$ cat src/design/assert_macros.svh
// ----------------------------------------------------------------------------
// assert_macros
// concurrent assertion shorthands clocked on clk, disabled during reset
// ----------------------------------------------------------------------------
`ifndef ASSERT_MACROS_SVH
`define ASSERT_MACROS_SVH

// condition holds at every clock edge
`define ASSERT_ALWAYS(label, expr, msg) \
	label: assert property (@(posedge clk) disable iff (!arst_n) (expr)) else $error(msg);

// consequence holds in the cycle after the antecedent
`define ASSERT_NEXT(label, ante, cons, msg) \
	label: assert property (@(posedge clk) disable iff (!arst_n) (ante) |=> (cons)) \
		else $error(msg);

`endif

$ cat src/design/hse_pkg.sv
// ----------------------------------------------------------------------------
// hse_pkg
// shared data type and width for the heap sort engine
// ----------------------------------------------------------------------------
package hse_pkg;

	localparam int DATA_W = 32;

	typedef logic signed [DATA_W-1:0] data_t;

endpackage

$ cat src/design/hse_ram.sv
// ----------------------------------------------------------------------------
// hse_ram
// heap store: one write port and one registered read port
// ----------------------------------------------------------------------------
module hse_ram #(
	parameter int DEPTH = 64,
	parameter int AW    = 6
) (
	input  logic            clk,
	input  logic            wr_en,
	input  logic [AW-1:0]   wr_addr,
	input  hse_pkg::data_t  wr_data,
	input  logic            rd_en,
	input  logic [AW-1:0]   rd_addr,
	output hse_pkg::data_t  rd_data
);
	import hse_pkg::*;

	data_t mem_q [DEPTH];
	data_t rd_data_q;

	always_ff @(posedge clk) begin
		if (wr_en) begin
			mem_q[wr_addr] <= wr_data;
		end
		if (rd_en) begin
			rd_data_q <= mem_q[rd_addr];
		end
	end

	assign rd_data = rd_data_q;

endmodule

$ cat src/design/heap_sort_engine.sv
// ----------------------------------------------------------------------------
// heap_sort_engine
// batch sorter over a 1-based binary max-heap held in a single store
// ----------------------------------------------------------------------------
// Values are loaded one transfer per cycle until a transfer with s_tlast set;
// values beyond MAX_ELEMENTS are dropped and m_tuser flags every result of that
// batch. The block then sorts in place with one signed comparator and one
// store read port under a small sequencer: each sift-down level passes through
// S_CHK, S_RDR and S_CMP, every sift starts with S_FETCH, or S_X_RD1 and
// S_X_RD2, then S_GRAB, and each result goes through S_O_RD, S_O_LD and S_O_WAIT,
// held there until m_tready is high. The single registered read port of the store
// sets this sequence; s_tready stays low from the last load until the final result,
// which carries m_tlast, has been taken.
`include "assert_macros.svh"

module heap_sort_engine #(
	parameter int MAX_ELEMENTS = 64
) (
	input  logic        clk,
	input  logic        arst_n,
	input  logic        s_tvalid,
	output logic        s_tready,
	input  logic [31:0] s_tdata,   // value[31:0]
	input  logic        s_tlast,   // is_last
	output logic        m_tvalid,
	input  logic        m_tready,
	output logic [31:0] m_tdata,   // sorted_value[31:0]
	output logic        m_tlast,   // end_of_run
	output logic        m_tuser    // overflow
);
	import hse_pkg::*;

	localparam int AW = (MAX_ELEMENTS > 1) ? $clog2(MAX_ELEMENTS) : 1;
	localparam int CW = $clog2(MAX_ELEMENTS + 1);

	typedef enum logic [3:0] {
		S_LOAD,
		S_FETCH,
		S_X_RD1,
		S_X_RD2,
		S_GRAB,
		S_CHK,
		S_RDR,
		S_CMP,
		S_O_RD,
		S_O_LD,
		S_O_WAIT
	} state_t;

	state_t          state_q;
	logic [CW-1:0]   cnt_q;
	logic            ovf_q;
	logic [CW-1:0]   k_q;
	logic [CW-1:0]   node_q;
	logic [CW-1:0]   size_q;
	logic            extract_q;
	data_t           cur_q;
	data_t           big_q;
	logic [CW:0]     bi_q;
	logic [AW-1:0]   oi_q;
	logic            m_tvalid_q;
	data_t           m_tdata_q;
	logic            m_tlast_q;
	logic            m_tuser_q;

	logic            wr_en;
	logic [AW-1:0]   wr_addr;
	data_t           wr_data;
	logic            rd_en;
	logic [AW-1:0]   rd_addr;
	data_t           rd_data;

	data_t           cmp_a;
	data_t           cmp_b;
	logic            cmp_gt;

	logic [CW:0]     left_w;
	logic [CW:0]     right_w;
	logic [CW:0]     size_ext;
	logic [CW:0]     node_ext;
	logic            has_right;
	logic            take_right;
	logic [CW:0]     nbi;
	data_t           nbig;
	logic            in_xfer;
	logic            room;
	logic [CW-1:0]   n_new;
	logic [AW-1:0]   node_addr;

	hse_ram #(
		.DEPTH (MAX_ELEMENTS),
		.AW    (AW)
	) u_ram (
		.clk     (clk),
		.wr_en   (wr_en),
		.wr_addr (wr_addr),
		.wr_data (wr_data),
		.rd_en   (rd_en),
		.rd_addr (rd_addr),
		.rd_data (rd_data)
	);

	assign in_xfer    = s_tvalid && s_tready;
	assign room       = (cnt_q < CW'(MAX_ELEMENTS));
	assign n_new      = room ? (cnt_q + CW'(1)) : cnt_q;
	assign left_w     = {node_q, 1'b0};
	assign right_w    = left_w + (CW+1)'(1);
	assign size_ext   = {1'b0, size_q};
	assign node_ext   = {1'b0, node_q};
	assign node_addr  = AW'(node_q - CW'(1));
	assign has_right  = (right_w <= size_ext);

	// shared signed comparator
	assign cmp_gt     = (cmp_a > cmp_b);
	assign take_right = has_right && cmp_gt;
	assign nbi        = take_right ? right_w : bi_q;
	assign nbig       = take_right ? rd_data : big_q;

	always_comb begin
		wr_en   = 1'b0;
		wr_addr = node_addr;
		wr_data = cur_q;
		rd_en   = 1'b0;
		rd_addr = node_addr;
		cmp_a   = rd_data;
		cmp_b   = cur_q;
		case (state_q)
			S_LOAD: begin
				wr_en   = in_xfer && room;
				wr_addr = AW'(cnt_q);
				wr_data = data_t'(s_tdata);
			end
			S_FETCH: begin
				rd_en   = 1'b1;
				rd_addr = AW'(k_q - CW'(1));
			end
			S_X_RD1: begin
				rd_en   = 1'b1;
				rd_addr = '0;
			end
			S_X_RD2: begin
				rd_en   = 1'b1;
				rd_addr = AW'(k_q - CW'(1));
				wr_en   = 1'b1;
				wr_addr = AW'(k_q - CW'(1));
				wr_data = rd_data;
			end
			S_CHK: begin
				if (left_w > size_ext) begin
					wr_en = 1'b1;
				end else begin
					rd_en   = 1'b1;
					rd_addr = AW'(left_w - (CW+1)'(1));
				end
			end
			S_RDR: begin
				rd_en   = has_right;
				rd_addr = AW'(right_w - (CW+1)'(1));
			end
			S_CMP: begin
				cmp_b = big_q;
				wr_en = 1'b1;
				if (nbi != node_ext) begin
					wr_data = nbig;
				end
			end
			S_O_RD: begin
				rd_en   = 1'b1;
				rd_addr = oi_q;
			end
			default: begin
			end
		endcase
	end

	always_ff @(posedge clk or negedge arst_n) begin
		if (!arst_n) begin
			state_q    <= S_LOAD;
			cnt_q      <= '0;
			ovf_q      <= 1'b0;
			k_q        <= '0;
			node_q     <= '0;
			size_q     <= '0;
			extract_q  <= 1'b0;
			oi_q       <= '0;
			m_tvalid_q <= 1'b0;
			m_tlast_q  <= 1'b0;
			m_tuser_q  <= 1'b0;
		end else begin
			case (state_q)
				S_LOAD: begin
					if (in_xfer) begin
						cnt_q <= n_new;
						if (!room) begin
							ovf_q <= 1'b1;
						end
						if (s_tlast) begin
							extract_q <= 1'b0;
							oi_q      <= '0;
							if (n_new >= CW'(2)) begin
								k_q     <= n_new >> 1;
								state_q <= S_FETCH;
							end else begin
								state_q <= S_O_RD;
							end
						end
					end
				end
				S_FETCH: begin
					state_q <= S_GRAB;
				end
				S_X_RD1: begin
					state_q <= S_X_RD2;
				end
				S_X_RD2: begin
					state_q <= S_GRAB;
				end
				S_GRAB: begin
					cur_q   <= rd_data;
					node_q  <= extract_q ? CW'(1) : k_q;
					size_q  <= extract_q ? (k_q - CW'(1)) : cnt_q;
					state_q <= S_CHK;
				end
				S_CHK: begin
					if (left_w > size_ext) begin
						if (!extract_q) begin
							if (k_q == CW'(1)) begin
								extract_q <= 1'b1;
								k_q       <= cnt_q;
								state_q   <= S_X_RD1;
							end else begin
								k_q     <= k_q - CW'(1);
								state_q <= S_FETCH;
							end
						end else begin
							k_q <= k_q - CW'(1);
							state_q <= (k_q > CW'(2)) ? S_X_RD1 : S_O_RD;
						end
					end else begin
						state_q <= S_RDR;
					end
				end
				S_RDR: begin
					big_q   <= cmp_gt ? rd_data : cur_q;
					bi_q    <= cmp_gt ? left_w : node_ext;
					state_q <= S_CMP;
				end
				S_CMP: begin
					if (nbi == node_ext) begin
						if (!extract_q) begin
							if (k_q == CW'(1)) begin
								extract_q <= 1'b1;
								k_q       <= cnt_q;
								state_q   <= S_X_RD1;
							end else begin
								k_q     <= k_q - CW'(1);
								state_q <= S_FETCH;
							end
						end else begin
							k_q <= k_q - CW'(1);
							state_q <= (k_q > CW'(2)) ? S_X_RD1 : S_O_RD;
						end
					end else begin
						node_q  <= CW'(nbi);
						state_q <= S_CHK;
					end
				end
				S_O_RD: begin
					state_q <= S_O_LD;
				end
				S_O_LD: begin
					m_tdata_q  <= rd_data;
					m_tlast_q  <= (CW'(oi_q) == (cnt_q - CW'(1)));
					m_tuser_q  <= ovf_q;
					m_tvalid_q <= 1'b1;
					state_q    <= S_O_WAIT;
				end
				S_O_WAIT: begin
					if (m_tready) begin
						m_tvalid_q <= 1'b0;
						if (m_tlast_q) begin
							cnt_q   <= '0;
							ovf_q   <= 1'b0;
							state_q <= S_LOAD;
						end else begin
							oi_q    <= oi_q + AW'(1);
							state_q <= S_O_RD;
						end
					end
				end
				default: begin
					state_q <= S_LOAD;
				end
			endcase
		end
	end

	assign s_tready = (state_q == S_LOAD);
	assign m_tvalid = m_tvalid_q;
	assign m_tdata  = m_tdata_q;
	assign m_tlast  = m_tlast_q;
	assign m_tuser  = m_tuser_q;

	`ASSERT_ALWAYS(a_no_load_during_output, !(s_tready && m_tvalid), "load while result pending")
	`ASSERT_ALWAYS(a_count_in_range, cnt_q <= CW'(MAX_ELEMENTS), "element count past depth")
	`ASSERT_ALWAYS(a_ovf_only_when_full, !ovf_q || (cnt_q == CW'(MAX_ELEMENTS)), "overflow without full store")
	`ASSERT_NEXT(a_reload_after_run, m_tvalid && m_tready && m_tlast, s_tready && (cnt_q == '0), "no return to load after run")

endmodule

$ cat config.mk
export PLATFORM = sky130hd
export DESIGN_NAME = heap_sort_engine
export DESIGN_NICKNAME = d
export VERILOG_FILES = /design/src/design/hse_pkg.sv /design/src/design/hse_ram.sv /design/src/design/heap_sort_engine.sv
export VERILOG_INCLUDE_DIRS = /design/src /design/src/design
export SDC_FILE = /design/constraint.sdc
export NUM_CORES = 2
export LEC_CHECK = 0
export BUFFER_PORTS_ARGS = -buffer_cell sky130_fd_sc_hd__buf_2
export CAP_MARGIN = 20
export CORE_MARGIN = 1
export CORE_UTILIZATION = 27
export CTS_BUF_LIST = sky130_fd_sc_hd__clkbuf_4 sky130_fd_sc_hd__clkbuf_8
export DETAILED_ROUTE_END_ITERATION = 8
export PLACE_DENSITY_LB_ADDON = 0.12
export SYNTH_ARGS = -nofsm -noshare
export SYNTH_HDL_FRONTEND = slang
export SYNTH_SLANG_ARGS = --single-unit
$ cat constraint.sdc
create_clock -name clk -period 7.9 [get_ports clk]
set_input_delay 0 -clock clk [delete_from_list [all_inputs] [get_ports clk]]
set_output_delay 0 -clock clk [all_outputs]
set_load 0.01 [all_outputs]
; ---- After elaboration in Yosys (flattened, before gate mapping)
; Memory sizes are Yosys's and may differ from the RTL's. A register that Yosys moved wholly into a read port is not among the register bits.
; Index checks and enable logic that the tools add are counted.
[totals]
ram_bits = 2048
regBits = 147
output_inout_bits = 36
memories = 1
in_bits = 37
[memory_table]
columns = memory, depth, width, read_ports, rd_ports_with_merged_regs, wr, line
row1 = u_ram.mem_q, 64, 32, 1, 1, 1, hse_ram.sv:19  ; data_t mem_q [DEPTH];
[classes]
eq_ne = 24
mux = 63
reduce_logical = 22
magnitude_cmp = 6
add_sub_neg = 8
[op_table]
columns = op, count
row1 = $mux W32, 4
row2 = $mux W7, 15
row3 = $pmux W32 S3, 1
row4 = $pmux W4 S10, 1
row5 = $mux W4, 9
row6 = $gt A32 B32 Y1, 1
row7 = $mux W6, 5
row8 = $pmux W6 S5, 1
row9 = $pmux W7 S2, 2
row10 = $pmux W6 S2, 2
row11 = $pmux W7 S3, 1
row12 = $sub A6 B1 Y6 const B, 3
row13 = $eq A4 B3 Y1 const B, 4
row14 = $mux W1, 15
row15 = $reduce_and A5 Y1, 3
row16 = $ne A2 B2 Y1 const B, 7
row17 = $sub A7 B1 Y7 const B, 2
row18 = $eq A4 B4 Y1 const B, 3
row19 = $reduce_and A2 Y1, 5
row20 = $pmux W1 S3, 3
row21 = $add A8 B1 Y8 const B, 1
row22 = $eq A4 B2 Y1 const B, 2
row23 = $eq A8 B7 Y1, 1
row24 = $gt A8 B7 Y1, 1
row25 = other kinds (23), 31

; ---- Depth between registers and ports, before layout
[depth]
ltp_word = 8
ltp_mapped = 21
ltp_nobuf = 16

; ---- By module
; Synthesis repeated with hierarchy kept, for this count alone.
[hier_totals]
cells_unflattened = 4223
area_unflattened_um2 = 87928.1
[modules_own_cells]
columns = module, instances, cells_each, area_per_inst_um2
row1 = hse_ram, 1, 3324, 78835.6
row2 = heap_sort_engine, 1, 899, 9092.5

; ---- Worst setup path after synthesis
; Ideal clock, no wire load.
[synth_timing]
path_type = register to register
from = reg state_q[2]
to = mem u_ram.mem_q[0][0] in the netlist's numbering (data pin)
required_time_ns = 7.534
n_path_buf = 6
path_stages_with_launch = 21
setup_slack_ns = 1.982
period_less_slack_ns = 5.918
arrival_ns = 5.552
cell_sequence = dfrtp_1 > buf_2 > clkbuf_1 > nor2b_1 > nand3_1 > clkbuf_1 > clkbuf_1 > mux2i_1 > ha_1 > a211oi_1 > nor3_1 > a211oi_1 > a21boi_0 > mux2_2 > and3_1 > buf_2 > a2111oi_2 > nor2_1 > o21ai_1 > clkbuf_1 > a221o_1
[synth_via]
elab_chain_cells = 8
elab_cells_between_ends = 11
cone_classes = order compare: 1 / eq/ne: 3 / mux: 5 / reduce/logical: 2
[synth_rtl]
columns = element, line
row1 = from (decl), heap_sort_engine.sv:50  ; state_t state_q;
row2 = from (signal assigned), heap_sort_engine.sv:237  ; state_q <= (k_q > CW'(2)) ? S_X_RD1 : S_O_RD;
row3 = from (signal assigned), heap_sort_engine.sv:261  ; state_q <= (k_q > CW'(2)) ? S_X_RD1 : S_O_RD;
row4 = $eq A4 B3 Y1, heap_sort_engine.sv:127  ; case (state_q)
row5 = $mux W32, heap_sort_engine.sv:127
row6 = $gt A32 B32 Y1, heap_sort_engine.sv:114  ; assign cmp_gt = (cmp_a > cmp_b);
row7 = $logic_and A1 B1 Y1, heap_sort_engine.sv:115  ; assign take_right = has_right && cmp_gt;
row8 = $mux W8, heap_sort_engine.sv:116  ; assign nbi = take_right ? right_w : bi_q;
row9 = $ne A8 B7 Y1, heap_sort_engine.sv:163  ; if (nbi != node_ext) begin
row10 = $mux W32, heap_sort_engine.sv:163
row11 = $pmux W32 S3 (*), heap_sort_engine.sv:127
row12 = named net u_ram.wr_data[0], hse_ram.sv:12  ; input hse_pkg::data_t wr_data,
row13 = to (decl), hse_ram.sv:19
; The timed path passes the listed nets; every way through them passes the cells marked *.

; ---- Final worst setup path
[layout_timing]
from = reg state_q[3]
to = mem u_ram.mem_q[35][1] in the netlist's numbering (data pin)
; The elaborated chain is that of the path after synthesis.

==> flow_summary.toml <==
[yosys]
synth.area.top_cells = "edfxtp_1 (75%), mux4_2 (13%), a22oi_1 (2.2%)"
synthArstFlopShare_pct = 1.93
syn-num-nets = 4216
synth-warning-count = 0
synth_top_family_by_area = "multiplexers"
synthMuxAreaShare_pct = 14.3
yosysSeqAreaShare_pct = 76.6
synthDominantCellAreaShare_pct = 75.4
yosysTopAreaCell = "edfxtp_1"
synth-adder-area-share_pct = 0.661
synth_xor_area_share_pct = 0.282
syn_avg_cell_area_um2 = 21.1
synth_simple_gate_area_share_pct = 2.04
ys_types = 69
synth_compound_area_share_pct = 4.74
syn_area_mm2 = 0.0870
ys_ff_latch = 2227
synth_edf_count = 2184
synth_ff_type = "edfxtp_1"
syn_inst = 4133

[timing]
fin_crit_sh_pct = 94.7
min_period_ns = 7.48
rsz0062_at_grt = "no"
worst_slack_ns = 0.417
tightest_slew_ns = 1.17
tns_ns = 0
hold_viol_final = 0
clock_skew_ns = 0.0838
max-slew-margin-rel_pct = 22.1
setup_violations = 0
timing.fmax_ghz = 0.134
maxSlewViolCount = 0

[cells_and_area]
drive_above_1_share_pct = 32.6
seq_area_mm2 = 0.0667
multi_input_area_mm2 = 0.0198
final_cell_mix = "edfxtp_1 (2184), mux4_2 (508), clkbuf_8 (405)"
fill_cells = 30700
finalInstanceArea_mm2 = 0.103
final_cell_count_no_fill = 9275
final_common_cell = "edfxtp_1"
fin_nets = 4741
syn_to_final_growth_pct = 18.2

[die]
io_pins = 73
die_x_um = 570
dieArea_mm2 = 0.325
std_cell_rows = 208
core_area_mm2 = 0.321
initial_core_util_pct = 27.1
die_h_um = 570

[global_route]
grt_overflow = 0
grt_first_pass_wirelength_um = 439000
grt_pass1_vias = 47500
grt_antenna_before_repair = 31
grt_max_degree = 82
grtUsageTotal_pct = 20.1

[routing]
drc = 0
wl_um = 332000
avgViaCountPerCell = 5.09
drt_iter0_drc = 5171
drtPass1Iterations = 7
dr_total_vias = 47200
ant_nets = 0
post_drt_wl_per_cell_um = 35.8

[power_and_ir_drop]
p_leak_nw = 32.3
comb_power_share_pct = 46.2
switchingPower_w = 0.0204
p_seq_share_pct = 33.0
internal_power_w = 0.0300
power_density_mw_per_mm2 = 490
netSwitchingFraction_pct = 40.4
total_power_w = 0.0504
clkPwrFrac_pct = 20.9
peakVddDrop_mv = 0.460

[placed_design]
gp_congestion = 0.831
hpwl_um = 196000
dp_slack_ns = 0.683
placed_area_mm2 = 0.0951
numPortBuffers = 72
dp_cells = 8538

[run]
drv_cap = 0

[critical_path]
cp.arrival_ns = 8.22
path_class = "register to register"
required_ns = 8.64
cp_max_fo = 64
critPathLaunchType = "register"
cp-end-kind = "register"

[clock_tree]
clock_path_buffers = 4
clkSinkCount = 2227
cts_buffers = 398
clkLatencyLatePin_ns = 1.09
post_cts_buffers = 0
ctsRootBufferMaster = "clkbuf_8"
clk_pin_slew_ns = 0.07
cts_tree = "done"
htreeDepth = 5

[hold_path]
hold_class = "primary input to asynchronous set/reset pin"

[status]
status = "completed"
[cell usage after synthesis (4+ instances only)]
master / count
buf_2: 105
inv_1: 27
o31ai_1: 6
a22oi_1: 255
ha_1: 46
or2_2: 5
a21oi_1: 170
nor2b_1: 12
and2_1: 6
a21o_1: 5
nand2_1: 82
a211oi_1: 7
xnor2_1: 17
xor2_1: 11
nand3b_1: 5
a221o_1: 35
nand4_1: 11
nand2b_1: 9
mux2i_1: 48
mux2_2: 50
buf_1: 18
nand3_1: 30
buf_4: 8
nor3_1: 17
mux4_2: 508
dfrtp_1: 43
o22ai_1: 5
nor2_1: 128
clkbuf_1: 102
o21ai_0: 56
a22o_1: 33
or4_1: 30
and3_1: 4
edfxtp_1: 2184
or3_1: 6
a31oi_1: 5
[layer usage]
metal	track usage [%]	routed length [µm]
met5	0	13
met4	5.05	8230
met3	3.84	23400
met2	32.0	155000
met1	28.1	145000
[repair_timing]
item | 4_1_cts | 5_1_grt
hold buffers | 23 | 1
gates resized for setup | 0 | 0
endpoints found under the hold margin | 538 | 36
[sequential cells by signal, indices dropped and copies added, names as in the netlist, 4 cells and up]
name	flops
oi_q	6
u_ram.rd_data	32
node_q	7
size_q	7
bi_q	8
big_q	32
m_tdata	32
u_ram.mem_q	2048
cnt_q	7
state_q	4
k_q	7
cur_q	32
[power groups by stage]
stage	logic, W	clock network (W)	registers [W]
final	0.0233	0.0105	0.0166
after CTS	0.0236	0.0108	0.0166
after global routing	0.0246	0.0113	0.0166
after detailed placement	0.0235	0	0.0168
after global placement	0.0235	0	0.0168
after floorplan	0.0139	0	0.0166
[cells by family (layout without fill, tap and decap cells)]
family,count (synthesis),in the layout
XOR/XNOR,28,28
multiplexers,606,606
AND/OR/NAND/NOR,361,361
flip-flops,2227,2227
other,0,21
adder cells (fa/ha/maj),46,46
buffers and inverters,262,1078
AO/OA/AOI/OAI,603,603
[stage by stage]
stage / utilization (%) / hold WS, ns
after global routing: 32.1 / 0.102
after floorplan: - / -0.296
after global placement: 29.5 / 0.143
after CTS: 32.0 / 0.00188
after detailed placement: 29.6 / 0.160
final: 32.1 / 0.121
[final timing paths]
path                                        start                            to  slack, ns  cells after the start
max                        state_q[3]$_DFFE_PN0P_  u_ram.mem_q[35][1]$_DFFE_PP_       0.42                     18
min                                        arst_n           oi_q[0]$_DFFE_PN0P_       0.12                      4
max reg2reg                state_q[3]$_DFFE_PN0P_  u_ram.mem_q[35][1]$_DFFE_PP_       0.42                     18
min reg2reg                  m_tvalid$_DFFE_PN0P_          m_tvalid$_DFFE_PN0P_       0.47                      1
max in group asynchronous                  arst_n           oi_q[5]$_DFFE_PN0P_       7.31                      4
min in group clk                         s_tvalid        state_q[0]$_DFFE_PN0P_       0.12                      6
[final cells by class]
type                       instances  share of cell area (%)
tap                             4305                    5.24
antenna                           21                  0.0511
multi-input combinational       1644                    19.3
clock buffer                     521                    6.26
timing repair buffer             360                    3.23
sequential                      2227                    64.8
clock inverter                   170                    1.04
inverter                          27                  0.0985
[critical path, stage by stage (launching register included)]
cell and delay, ns:
dfrtp_1 0.58, inv_1 0.33, nand2_1 0.17, nor2_4 0.61
buf_4 0.34, mux2i_1 0.12, ha_1 0.35, nand4_1 0.19
or3_1 0.42, a21o_1 0.16, a31oi_1 0.18, mux2_2 0.24
and3_1 0.60, a2111oi_2 0.17, nand2b_1 0.33, nor2_2 0.95
buf_4 0.42, a221o_2 0.27, buf_4 0.52
Power figures use the tool's default switching activity.
